==> src/design/bet_pkg.sv <==
// package for the button edge/hold tracker: sizes, operation, phase and state codes,
// request/response beat structs and controller command/status structs
// no dependencies
package bet_pkg;

	localparam int NUM_BUTTONS = 16;
	localparam int NUM_KEYS    = 128;
	localparam int TIMER_WIDTH = 32;
	localparam int COUNT_WIDTH = 4;

	localparam int BTN_AW = (NUM_BUTTONS > 1) ? $clog2(NUM_BUTTONS) : 1;
	localparam int KEY_AW = (NUM_KEYS > 1) ? $clog2(NUM_KEYS) : 1;

	typedef enum logic [2:0] {
		OP_KEY      = 3'd0,
		OP_TICK     = 3'd1,
		OP_CPRESS   = 3'd2,
		OP_CRELEASE = 3'd3,
		OP_BIND     = 3'd4
	} op_t;

	typedef enum logic [1:0] {
		PH_IDLE          = 2'd0,
		PH_JUST_PRESSED  = 2'd1,
		PH_HELD          = 2'd2,
		PH_JUST_RELEASED = 2'd3
	} phase_t;

	typedef struct packed {
		logic [2:0]  operation;
		logic [6:0]  key_code;
		logic        is_pressed;
		logic [3:0]  button_index;
		logic [15:0] elapsed_time;
		logic [31:0] hold_threshold;
		logic [15:0] binding_mask;
	} req_t;

	typedef struct packed {
		logic        consumed;
		logic [1:0]  button_phase;
		logic [31:0] held_time;
	} rsp_t;

	typedef enum logic [1:0] {
		ST_IDLE   = 2'd0,
		ST_WALK   = 2'd1,
		ST_FINISH = 2'd2
	} state_t;

	typedef struct packed {
		logic capture;
		logic bind_wr;
		logic walk_step;
		logic load_out;
	} cmd_t;

	typedef struct packed {
		logic [2:0] req_op;
		logic       walk_last;
		logic       out_free;
	} status_t;

endpackage

==> src/design/button_edge_hold_tracker.sv <==
// button edge/hold tracker top level: controller plus datapath
// key events and ticks pass accept, a walk over all NUM_BUTTONS buttons (one button per cycle) and finish;
// consume operations, binding writes and unused codes go from accept straight to finish
// one item at a time; the response register lets the next item start while a beat waits
// arst_n clears all phases, counts, timers and binding valid bits at once; no clearing pass
module button_edge_hold_tracker (
	input  logic          clk,
	input  logic          arst_n,
	input  logic          req_valid,
	output logic          req_stall,
	input  bet_pkg::req_t req,
	output logic          rsp_valid,
	input  logic          rsp_stall,
	output bet_pkg::rsp_t rsp
);
	import bet_pkg::*;

	cmd_t    cmd;
	status_t sts;

	bet_ctrl u_ctrl (
		.clk      (clk),
		.arst_n   (arst_n),
		.req_valid(req_valid),
		.req_stall(req_stall),
		.sts      (sts),
		.cmd      (cmd)
	);

	bet_dp u_dp (
		.clk      (clk),
		.arst_n   (arst_n),
		.req      (req),
		.cmd      (cmd),
		.sts      (sts),
		.rsp_valid(rsp_valid),
		.rsp_stall(rsp_stall),
		.rsp      (rsp)
	);

`ifndef SYNTH
	// after a beat is taken the block stalls requests in the next cycle
	a_busy_after_accept: assert property (@(posedge clk) disable iff (!arst_n)
		req_valid && !req_stall |=> req_stall)
		else $error("request accepted on back-to-back cycles");

	a_rsp_from_load: assert property (@(posedge clk) disable iff (!arst_n)
		$rose(rsp_valid) |-> $past(cmd.load_out))
		else $error("response valid without a finish step");

	// idle buttons always carry a cleared timer
	a_idle_timer_zero: assert property (@(posedge clk) disable iff (!arst_n)
		rsp_valid && rsp.button_phase == PH_IDLE |-> rsp.held_time == 32'd0)
		else $error("idle button with nonzero held time");

	a_consume_phase: assert property (@(posedge clk) disable iff (!arst_n)
		rsp_valid && rsp.consumed |->
			rsp.button_phase == PH_HELD || rsp.button_phase == PH_IDLE)
		else $error("successful consume left a transient phase");
`endif

endmodule

==> src/design/bet_ram.sv <==
// generic single-port-write, single-port-read ram with registered read data
// no dependencies
module bet_ram #(
	parameter int WIDTH = 8,
	parameter int DEPTH = 16
) (
	input  logic                             clk,
	input  logic                             wr_en,
	input  logic [$clog2(DEPTH)-1:0]         wr_addr,
	input  logic [WIDTH-1:0]                 wr_data,
	input  logic                             rd_en,
	input  logic [$clog2(DEPTH)-1:0]         rd_addr,
	output logic [WIDTH-1:0]                 rd_data
);

	logic [WIDTH-1:0] mem_q [DEPTH];

	always_ff @(posedge clk) begin
		if (wr_en) begin
			mem_q[wr_addr] <= wr_data;
		end
		if (rd_en) begin
			rd_data <= mem_q[rd_addr];
		end
	end

endmodule

==> src/design/bet_ctrl.sv <==
// controller state machine for the button tracker: accept, button walk, finish
// depends on bet_pkg
module bet_ctrl (
	input  logic             clk,
	input  logic             arst_n,
	input  logic             req_valid,
	output logic             req_stall,
	input  bet_pkg::status_t sts,
	output bet_pkg::cmd_t    cmd
);
	import bet_pkg::*;

	state_t state_q, state_d;

	always_ff @(posedge clk or negedge arst_n) begin
		if (!arst_n) begin
			state_q <= ST_IDLE;
		end else begin
			state_q <= state_d;
		end
	end

	always_comb begin
		state_d = state_q;
		case (state_q)
			ST_IDLE: begin
				if (req_valid) begin
					if (sts.req_op == OP_KEY || sts.req_op == OP_TICK) begin
						state_d = ST_WALK;
					end else begin
						state_d = ST_FINISH;
					end
				end
			end
			ST_WALK: begin
				if (sts.walk_last) begin
					state_d = ST_FINISH;
				end
			end
			ST_FINISH: begin
				if (sts.out_free) begin
					state_d = ST_IDLE;
				end
			end
			default: state_d = ST_IDLE;
		endcase
	end

	always_comb begin
		cmd       = '0;
		req_stall = 1'b1;
		case (state_q)
			ST_IDLE: begin
				req_stall   = 1'b0;
				cmd.capture = req_valid;
				cmd.bind_wr = req_valid && (sts.req_op == OP_BIND);
			end
			ST_WALK: begin
				cmd.walk_step = 1'b1;
			end
			ST_FINISH: begin
				cmd.load_out = sts.out_free;
			end
			default: begin
				req_stall = 1'b1;
			end
		endcase
	end

endmodule

==> src/design/bet_dp.sv <==
// datapath for the button tracker: key binding ram, per-button phase/count/timer
// registers, walk counter and the response register; depends on bet_pkg, bet_ram
module bet_dp (
	input  logic             clk,
	input  logic             arst_n,
	input  bet_pkg::req_t    req,
	input  bet_pkg::cmd_t    cmd,
	output bet_pkg::status_t sts,
	output logic             rsp_valid,
	input  logic             rsp_stall,
	output bet_pkg::rsp_t    rsp
);
	import bet_pkg::*;

	localparam int SUM_W = (TIMER_WIDTH > 16) ? TIMER_WIDTH + 1 : 17;
	localparam logic [TIMER_WIDTH-1:0] TIMER_MAX = {TIMER_WIDTH{1'b1}};
	localparam logic [COUNT_WIDTH-1:0] COUNT_MAX = {COUNT_WIDTH{1'b1}};

	req_t                    item_q;
	logic [BTN_AW-1:0]       btn_q;
	logic [NUM_KEYS-1:0]     kvld_q;
	logic [NUM_BUTTONS-1:0]  ram_rdata;
	logic [NUM_BUTTONS-1:0]  mask;
	phase_t                  phase_q [NUM_BUTTONS];
	logic [COUNT_WIDTH-1:0]  cnt_q   [NUM_BUTTONS];
	logic [TIMER_WIDTH-1:0]  tmr_q   [NUM_BUTTONS];
	logic                    rsp_valid_q;
	rsp_t                    rsp_q;

	logic                    req_key_ok, item_key_ok;
	logic [KEY_AW-1:0]       req_kidx, item_kidx;

	// walk datapath
	phase_t                  w_ph, w_ph_n;
	logic [COUNT_WIDTH-1:0]  w_cnt, w_cnt_n;
	logic [TIMER_WIDTH-1:0]  w_tmr, w_tmr_n;
	logic [SUM_W-1:0]        w_sum;

	// finish datapath
	logic [BTN_AW-1:0]       f_idx;
	logic                    f_vb, f_ok;
	phase_t                  f_ph, f_ph_n;
	logic [TIMER_WIDTH-1:0]  f_tmr, f_tmr_n;

	assign req_kidx    = req.key_code[KEY_AW-1:0];
	assign item_kidx   = item_q.key_code[KEY_AW-1:0];
	assign req_key_ok  = 32'(req.key_code) < NUM_KEYS;
	assign item_key_ok = 32'(item_q.key_code) < NUM_KEYS;

	bet_ram #(
		.WIDTH(NUM_BUTTONS),
		.DEPTH(NUM_KEYS)
	) u_bind_ram (
		.clk    (clk),
		.wr_en  (cmd.bind_wr && req_key_ok),
		.wr_addr(req_kidx),
		.wr_data(req.binding_mask[NUM_BUTTONS-1:0]),
		.rd_en  (cmd.capture),
		.rd_addr(req_kidx),
		.rd_data(ram_rdata)
	);

	// an entry never bound reads as no buttons
	assign mask = (item_key_ok && kvld_q[item_kidx]) ? ram_rdata : '0;

	always_ff @(posedge clk or negedge arst_n) begin
		if (!arst_n) begin
			kvld_q <= '0;
		end else if (cmd.bind_wr && req_key_ok) begin
			kvld_q[req_kidx] <= 1'b1;
		end
	end

	always_ff @(posedge clk) begin
		if (cmd.capture) begin
			item_q <= req;
		end
	end

	always_ff @(posedge clk or negedge arst_n) begin
		if (!arst_n) begin
			btn_q <= '0;
		end else if (cmd.capture) begin
			btn_q <= '0;
		end else if (cmd.walk_step) begin
			btn_q <= btn_q + 1'b1;
		end
	end

	always_comb begin
		w_ph    = phase_q[btn_q];
		w_cnt   = cnt_q[btn_q];
		w_tmr   = tmr_q[btn_q];
		w_ph_n  = w_ph;
		w_cnt_n = w_cnt;
		w_tmr_n = w_tmr;
		w_sum   = SUM_W'(w_tmr) + SUM_W'(item_q.elapsed_time);
		if (item_q.operation == OP_KEY) begin
			if (mask[btn_q]) begin
				if (item_q.is_pressed) begin
					if (w_cnt != COUNT_MAX) begin
						w_cnt_n = w_cnt + 1'b1;
					end
					if (w_ph == PH_IDLE) begin
						w_ph_n = PH_JUST_PRESSED;
					end
				end else if (w_cnt != '0) begin
					w_cnt_n = w_cnt - 1'b1;
					if (w_cnt_n == '0) begin
						w_ph_n = PH_JUST_RELEASED;
					end
				end
			end
		end else begin
			case (w_ph)
				PH_JUST_PRESSED: w_ph_n = PH_HELD;
				PH_HELD: begin
					if (w_sum > SUM_W'(TIMER_MAX)) begin
						w_tmr_n = TIMER_MAX;
					end else begin
						w_tmr_n = w_sum[TIMER_WIDTH-1:0];
					end
				end
				PH_JUST_RELEASED: begin
					w_ph_n  = PH_IDLE;
					w_tmr_n = '0;
				end
				default: w_ph_n = w_ph;
			endcase
		end
	end

	always_comb begin
		f_idx   = item_q.button_index[BTN_AW-1:0];
		f_vb    = 32'(item_q.button_index) < NUM_BUTTONS;
		f_ph    = phase_q[f_idx];
		f_tmr   = tmr_q[f_idx];
		f_ok    = 1'b0;
		f_ph_n  = f_ph;
		f_tmr_n = f_tmr;
		case (item_q.operation)
			OP_CPRESS: begin
				if (f_vb && f_ph == PH_JUST_PRESSED) begin
					f_ok   = 1'b1;
					f_ph_n = PH_HELD;
				end
			end
			OP_CRELEASE: begin
				if (f_vb && f_ph == PH_JUST_RELEASED &&
				    64'(f_tmr) >= 64'(item_q.hold_threshold)) begin
					f_ok    = 1'b1;
					f_ph_n  = PH_IDLE;
					f_tmr_n = '0;
				end
			end
			default: f_ok = 1'b0;
		endcase
	end

	always_ff @(posedge clk or negedge arst_n) begin
		if (!arst_n) begin
			for (int i = 0; i < NUM_BUTTONS; i++) begin
				phase_q[i] <= PH_IDLE;
				cnt_q[i]   <= '0;
				tmr_q[i]   <= '0;
			end
		end else if (cmd.walk_step) begin
			phase_q[btn_q] <= w_ph_n;
			cnt_q[btn_q]   <= w_cnt_n;
			tmr_q[btn_q]   <= w_tmr_n;
		end else if (cmd.load_out && f_ok) begin
			phase_q[f_idx] <= f_ph_n;
			tmr_q[f_idx]   <= f_tmr_n;
		end
	end

	always_ff @(posedge clk or negedge arst_n) begin
		if (!arst_n) begin
			rsp_valid_q <= 1'b0;
		end else if (cmd.load_out) begin
			rsp_valid_q <= 1'b1;
		end else if (!rsp_stall) begin
			rsp_valid_q <= 1'b0;
		end
	end

	always_ff @(posedge clk) begin
		if (cmd.load_out) begin
			rsp_q.consumed     <= f_ok;
			rsp_q.button_phase <= f_vb ? f_ph_n : PH_IDLE;
			rsp_q.held_time    <= f_vb ? 32'(f_tmr_n) : 32'd0;
		end
	end

	assign sts.req_op    = req.operation;
	assign sts.walk_last = 32'(btn_q) == NUM_BUTTONS - 1;
	assign sts.out_free  = !rsp_valid_q || !rsp_stall;

	assign rsp_valid = rsp_valid_q;
	assign rsp       = rsp_q;

endmodule

==> config.mk <==
export PLATFORM = sky130hd
export DESIGN_NAME = button_edge_hold_tracker
export DESIGN_NICKNAME = d
export VERILOG_FILES = /design/src/design/bet_pkg.sv /design/src/design/button_edge_hold_tracker.sv /design/src/design/bet_ram.sv /design/src/design/bet_ctrl.sv /design/src/design/bet_dp.sv
export SDC_FILE = /design/constraint.sdc
export NUM_CORES = 2
export LEC_CHECK = 0
export ABC_AREA = 1
export ABC_CLOCK_PERIOD_IN_PS = 5800
export BUFFER_PORTS_ARGS = -buffer_cell sky130_fd_sc_hd__buf_2
export CORE_MARGIN = 3
export CORE_UTILIZATION = 30
export DETAILED_ROUTE_END_ITERATION = 12
export MAX_ROUTING_LAYER = met4
export SYNTH_ARGS = -nofsm -noshare
export SYNTH_HDL_FRONTEND = slang
export SYNTH_HIERARCHICAL = 1
export SYNTH_SLANG_ARGS = --single-unit
==> constraint.sdc <==
create_clock -name clk -period 5.8 [get_ports clk]
set_input_delay 0.58 -clock clk [delete_from_list [all_inputs] [get_ports clk]]
set_output_delay 0.58 -clock clk [all_outputs]
set_load 0.01 [all_outputs]
After elaboration in Yosys (flattened, before gate mapping)
Memory sizes are Yosys's and may differ from the RTL's. A register that Yosys moved wholly into a read port is not among the register bits.
Index checks and enable logic that the tools add are counted.
{"block": "totals", "ff_bits": 841, "mem_bits_rw": 2048, "inputBits": 83, "out_inout_bits": 37, "elab_cells": 194, "n_memories": 1}
{"block": "op_classes", "add_sub_neg": 4, "order_cmp": 10, "n_eq_ne": 17, "n_mux": 79, "bitwise_logic": 3, "n_reduce_logical": 19}
{"name": "u_dp.u_bind_ram.mem_q", "words": 128, "word_bits": 16, "rd": 1, "rd_clocked_by_memory_dff": 1, "wr": 1, "line_no": "bet_ram.sv:16", "rtl": "logic [WIDTH-1:0] mem_q [DEPTH];"}
{"cell": "512-bit bitwise mux", "count": 2}
{"cell": "512-bit 2-to-1 mux", "count": 2}
{"cell": "32-bit 2-to-1 mux", "count": 12}
{"cell": "32-bit binary-select mux with 4-bit select", "count": 2}
{"cell": "32-bit demux with 4-bit select", "count": 2}
{"cell": "128-bit bitwise OR", "count": 1}
{"cell": "32-bit bitwise mux", "count": 2}
{"cell": "64-bit bitwise mux", "count": 1}
{"cell": "32-bit one-hot mux with 2 select lines", "count": 1}
{"cell": "4-bit 2-to-1 mux", "count": 10}
{"cell": "2-bit 2-to-1 mux", "count": 19}
{"cell": "32-bit by 16-bit adder with 33-bit output", "count": 1}
{"cell": "33-bit by 32-bit > comparator with 1-bit output (second input constant)", "count": 1}
{"cell": "32-bit >= comparator", "count": 1}
{"cell": "2-bit binary-select mux with 4-bit select", "count": 2}
{"cell": "4-bit binary-select mux with 4-bit select", "count": 1}
{"cell": "2-bit demux with 4-bit select", "count": 2}
{"cell": "4-bit demux with 4-bit select", "count": 1}
{"cell": "7-bit by 8-bit < comparator with 1-bit output (second input constant)", "count": 2}
{"cell": "16-bit 2-to-1 mux", "count": 1}
{"cell": "1-bit 2-to-1 mux", "count": 12}
{"cell": "5-bit >= comparator (second input constant)", "count": 2}
{"cell": "5-bit by 1-bit < comparator with 1-bit output (second input constant)", "count": 2}
{"cell": "4-bit inverter with 5-bit output", "count": 2}
{"cell": "other kinds (28)", "count": 48}

Logic depth before layout (Yosys ltp)
{"block": "logic_depth", "ltp_word": 13, "mapped_depth": 33, "ltp_nobuf": 25}

Modules after synthesis
Netlist, hierarchy kept.
{"mod": "bet_ram", "instances": 1, "cells_each": 6793, "area_per_inst_um2": 82988.3, "seq_area_each_um2": 61979.4}
{"mod": "bet_dp", "instances": 1, "cells_each": 7183, "area_per_inst_um2": 49994.2, "seq_area_each_um2": 21485.6}
{"mod": "bet_ctrl", "instances": 1, "cells_each": 25, "area_per_inst_um2": 150.1, "seq_area_each_um2": 50.0}

Least setup slack after synthesis
No wires, ideal clock.
{"block": "synth_path", "kind": "reg2reg", "from": "register u_ctrl.state_q[0]", "to": "register u_dp.btn_q[3]", "setup_ns": 0.127, "t_arrival_ns": 4.503, "required_time_ns": 5.673, "setup_slack_ns": 1.170, "path_stages_with_launch": 7, "path_buffers": 0, "period_less_slack_ns": 4.630, "path_cell_list": "dfrtp_1 nor2_1 inv_1 nor2_1 inv_1 o21ai_0 a21oi_1"}
{"item": "start: declaration", "line_no": "bet_ctrl.sv:13", "rtl": "state_t state_q, state_d;"}
{"item": "start signal: assignment", "line_no": "bet_ctrl.sv:19", "rtl": "state_q <= state_d;"}
{"item": "end signal: assignment", "line_no": "bet_dp.sv:86", "rtl": "btn_q <= btn_q + 1'b1;"}
{"item": "end: declaration", "line_no": "bet_dp.sv:20", "rtl": "logic [BTN_AW-1:0] btn_q;"}

Worst setup path in the final report
{"block": "layout_path", "from": "register u_dp.btn_q[0]", "to": "register u_dp/tmr_q[115] (netlist name)"}
{"block": "layout_between", "elab_chain_len": 11, "word_cells_on_any_way": 21, "cone_classes": "1 x add/sub; 3 x order compare; 2 x eq/ne; 13 x mux; 1 x bitwise; 1 x reduce/logical"}
{"item": "4-bit inverter with 5-bit output (implied by the code) (*)", "line_no": "bet_dp.sv:91, bet_dp.sv:93, bet_dp.sv:170"}
{"item": "32-bit binary-select mux with 4-bit select", "line_no": "bet_dp.sv:93", "rtl": "w_tmr = tmr_q[btn_q];"}
{"item": "32-bit 2-to-1 mux (implied by the code) (2 in a row)", "line_no": "bet_dp.sv:93"}
{"item": "32-bit by 16-bit adder with 33-bit output", "line_no": "bet_dp.sv:97", "rtl": "w_sum = SUM_W'(w_tmr) + SUM_W'(item_q.elapsed_time);"}
{"item": "33-bit by 32-bit > comparator with 1-bit output", "line_no": "bet_dp.sv:118", "rtl": "if (w_sum > SUM_W'(TIMER_MAX)) begin"}
{"item": "32-bit 2-to-1 mux", "line_no": "bet_dp.sv:118"}
{"item": "32-bit one-hot mux with 2 select lines", "line_no": "bet_dp.sv:115", "rtl": "case (w_ph)"}
{"item": "32-bit 2-to-1 mux", "line_no": "bet_dp.sv:98", "rtl": "if (item_q.operation == OP_KEY) begin"}
{"item": "512-bit bitwise mux (*)", "line_no": "bet_dp.sv:170", "rtl": "tmr_q[btn_q] <= w_tmr_n;"}
{"item": "512-bit 2-to-1 mux (*)", "line_no": "bet_dp.sv:167", "rtl": "end else if (cmd.walk_step) begin"}
{"item": "end signal: indexed assignment", "line_no": "bet_dp.sv:170"}
{"item": "end signal: indexed assignment", "line_no": "bet_dp.sv:173", "rtl": "tmr_q[f_idx] <= f_tmr_n;"}
{"item": "end: declaration", "line_no": "bet_dp.sv:26", "rtl": "logic [TIMER_WIDTH-1:0] tmr_q [NUM_BUTTONS];"}
Every way passes the cells marked *; elsewhere a longest branch is shown, timed or not. The select of a mux whose other input is x is not followed.
A chain may end at the register's enable or synchronous reset.

==> impl_results.md <==
- Core ar.: 0.442 mm^2
- Setup violators final: 0
- Mean Syn Cell Area: 9.51 um^2
- Critical path buffer and inverter count: 4
- Area Overhead vs Synth: 14.4%
- Top_reg_cell synth: edfxtp_1
- Max_slew headroom: 10.5%
- Unique masters post-synth: 51
- Static Leakage: 59.9 nW
- I/O Pins: 120
- Die H: 672 um
- Final Hold Viols: 0
- Placed instance area: 0.142 mm^2
- Top post-synthesis cells by count: 4,945 x nand2_1, 2,224 x nand3_1, 2,162 x edfxtp_1
- Worst EP required: 6.58 ns
- Fin nets: 14,171
- Status: finished, final reports clean
- Post-CTS setup buffer count: 0
- Syn nets: 14,144
- Synth Register Bits: 2,905
- Final Max Slew Viols: 0
- CTS tree: yes
- Sequential area share after synthesis: 62.7%
- Cells along the critical path: buf_4 > buf_4 > nand2_1 > o211ai_1 > nand2_1 > nand2_1 > nand2_1 > nor2_1 > inv_1 > nand3_1 > nor2_2 > nand3_2 > inv_1 > o21ai_0 > nand2_1 > nand2_1 > nand2_1 > nand2_1 > nand2_1
- Tot Pwr: 61.2 mW
- Via Count: 106,497
- Layout cells sized above 1: 8.17%
- First-pass GRT wire length: 683,000 um
- Congestion Overflow GR: 0
- Critical Path AT: 6.22 ns
- Setup Skew: 0.0620 ns
- Vias/cell: 5.27
- Yosys top cell by area: edfxtp_1
- Setup crit start kind: flip-flop
- Final period util: 93.9%
- DP HPWL: 274,000 um
- Full die area: 0.452 mm^2
- PostCTS Resize Cnt: 0
- Final setup TNS: 0 ns
- Fillcell total: 44,284
- CTS HTree Levels: 5
- CTS Hold Bufs: 58
- CP max stage delay: 0.93 ns
- Largest net degree at the start of global routing: 167
- Crit path capture type: flip-flop
- Gate Count Post-Synth: 14,001
- Max VDD drop: 0.393 mV
- Cell Rows: 244
- Clk buf depth: 4
- Iter 0 DRT Violations: 14,304
- Root buf cell: clkbuf_16
- GRT Util Overall: 20.6%
- Area of the multi-input gates: 0.0437 mm^2
- Post-route minimum period: 5.44 ns
- Slowest-stage cell, CP: buf_4
- Crit-path leading delay family: simple AND/OR/NAND/NOR gates
- Wire per inst: 23.2 um
- Die W: 672 um
- Initial antenna violation count: 17
- Non-Filler Instances: 20,196
- Vias in the first global route: 98,714
- Top cells by area, synth: edfxtp_1 49%, dfrtp_1 14%, nand2_1 14%, nand3_1 8.4%, nor2_1 2.7%
- Starting Density: 30.1%
- Sequential cell area: 0.0835 mm^2
- Placer Congestion: 0.969
- Fmax: 0.184 GHz
- Post-DRT Antenna Nets: 0
- RSZ-0062 raised after global routing: no
- WL final: 468,000 um
- CP Max Fanout: 96
- Synth top area share: 48.8%
- Pwr Density: 402 mW/mm^2
- Port Buffer Count: 119
- Drc violations: 0
- Synthesis Warnings: 6
- WS Path Type: reg2reg
- Final Cell Area: 0.152 mm^2
- First-pass DRT Iterations: 9
- Worst-path clk slew: 0.06 ns
- Netlist Area Pre-Place: 0.133 mm^2
- Placed insts: 19,556
- Async set-or-reset flop fraction in the synthesized netlist: 25.6%
- Top cell by count, worst path: nand2_1
- Post-synth EDFFs: 2,162
- Worst hold path type: in2reg
- Max-Cap Viols: 0
- Worst-Margin Slew: 1.33 ns
- R2R Setup Slk: 0.36 ns
- CTS sink count: 2,905
- Worst skew pair latency: 0.93 ns
- Most common cell in the synthesized netlist: nand2_1
- Cts bufs inserted: 316
## metrics by stage
stage / util, % / setup slack [ns] / hold WS [ns]
global placement: 32.1 / 0.639 / 0.436
finish: 34.5 / 0.356 / 0.154
detailed placement: 32.1 / 0.651 / 0.446
CTS: 34.5 / 0.574 / 0.0988
global route: 34.5 / 0.0168 / 0.144
floorplan: - / 1.17 / 0.284
## cells in the final DEF, fill, tap and decap left out, drive strengths merged, types with 122 or more instances in the layout
cell and n:
nand3 2226, o21bai 122, clkinv 130, dfrtp 743, edfxtp 2162, o22ai 303, nor2 967, inv 327
a21oi 233, buf 613, nand2 4958, o21ai 688, clkbuf 416
## power breakdown
| group | switching, mW | leakage (nW) | internal, mW |
|---|---|---|---|
| sequential | 1.02 | 29.5 | 23.6 |
| combinational | 12.1 | 25.4 | 4.41 |
| clock | 8.57 | 4.94 | 11.5 |
| total | 21.7 | 59.9 | 39.5 |
## per-layer routing
layer | up-vias | share of wire [%] | track usage [%]
li1 | 47837 | - | -
met1 | 51619 | 40 | 26.9
met2 | 5868 | 45 | 30.9
met3 | 1173 | 10 | 4.28
met4 | 0 | 4.8 | 8.65
met5 | - | 0 | -
## worst reg2reg max path: stages (launching register included)
cell      delay, ns
dfrtp_4        0.59
buf_4          0.39
buf_4          0.93
nand2_1        0.19
o211ai_1       0.12
nand2_1        0.08
nand2_1        0.11
nand2_1        0.08
nor2_1         0.80
inv_1          0.19
nand3_1        0.20
nor2_2         0.09
nand3_2        0.16
inv_1          0.20
o21ai_0        0.20
nand2_1        0.52
nand2_1        0.25
nand2_1        0.08
nand2_1        0.06
nand2_1        0.05
## state kept, by name, indices dropped and copies added (netlist names)
register	flops
u_dp/kvld_q	128
u_dp/cnt_q	64
u_dp/item_kidx	7
u_dp/rsp	35
u_dp/btn_q	4
u_ctrl/state_q	2
u_dp/f_idx	4
u_dp/item_q	52
u_dp/rsp_valid	1
u_dp/phase_q	32
u_dp/tmr_q	512
u_dp/u_bind_ram/rd_data	16
u_dp/u_bind_ram/mem_q	2048
## layout make-up
type | count | share of cell area [%]
clock inverters | 153 | 1.01
multi-input cells | 9802 | 28.7
well taps | 5904 | 4.85
inverters | 332 | 0.854
repair buffers | 671 | 4.10
flip-flops and latches | 2905 | 54.8
clock buffers | 416 | 5.63
diodes | 13 | 0.0214
## logic make-up (layout without fill, tap and decap cells)
kind of cell	after synthesis	after routing	share of synthesized area, %
XOR/XNOR	19	19	0.131
buffers and inverters	1294	1572	4.56
flip-flops	2905	2905	62.7
other	0	13	0
adder cells (fa/ha/maj)	60	60	0.570
AO/OA/AOI/OAI	1495	1495	6.53
AND/OR/NAND/NOR	8228	8228	25.5
## worst paths after layout
kind | start | endpoint | depth (start not counted)
hold reg to reg | u_dp/kvld_q[24]$_DFFE_PN0P_ | u_dp/kvld_q[24]$_DFFE_PN0P_ | 2
setup / recovery | u_dp/btn_q[0]$_DFFE_PN0P_ | u_dp/tmr_q[115]$_DFFE_PN0P_ | 19
setup reg to reg | u_dp/btn_q[0]$_DFFE_PN0P_ | u_dp/tmr_q[115]$_DFFE_PN0P_ | 19
max in group asynchronous | arst_n | u_dp/cnt_q[15]$_DFFE_PN0P_ | 3
min in group asynchronous | arst_n | u_dp/tmr_q[197]$_DFFE_PN0P_ | 2
hold / removal | req_valid | u_ctrl/state_q[0]$_DFFE_PN0P_ | 5
(Power assumes the default switching activity.)
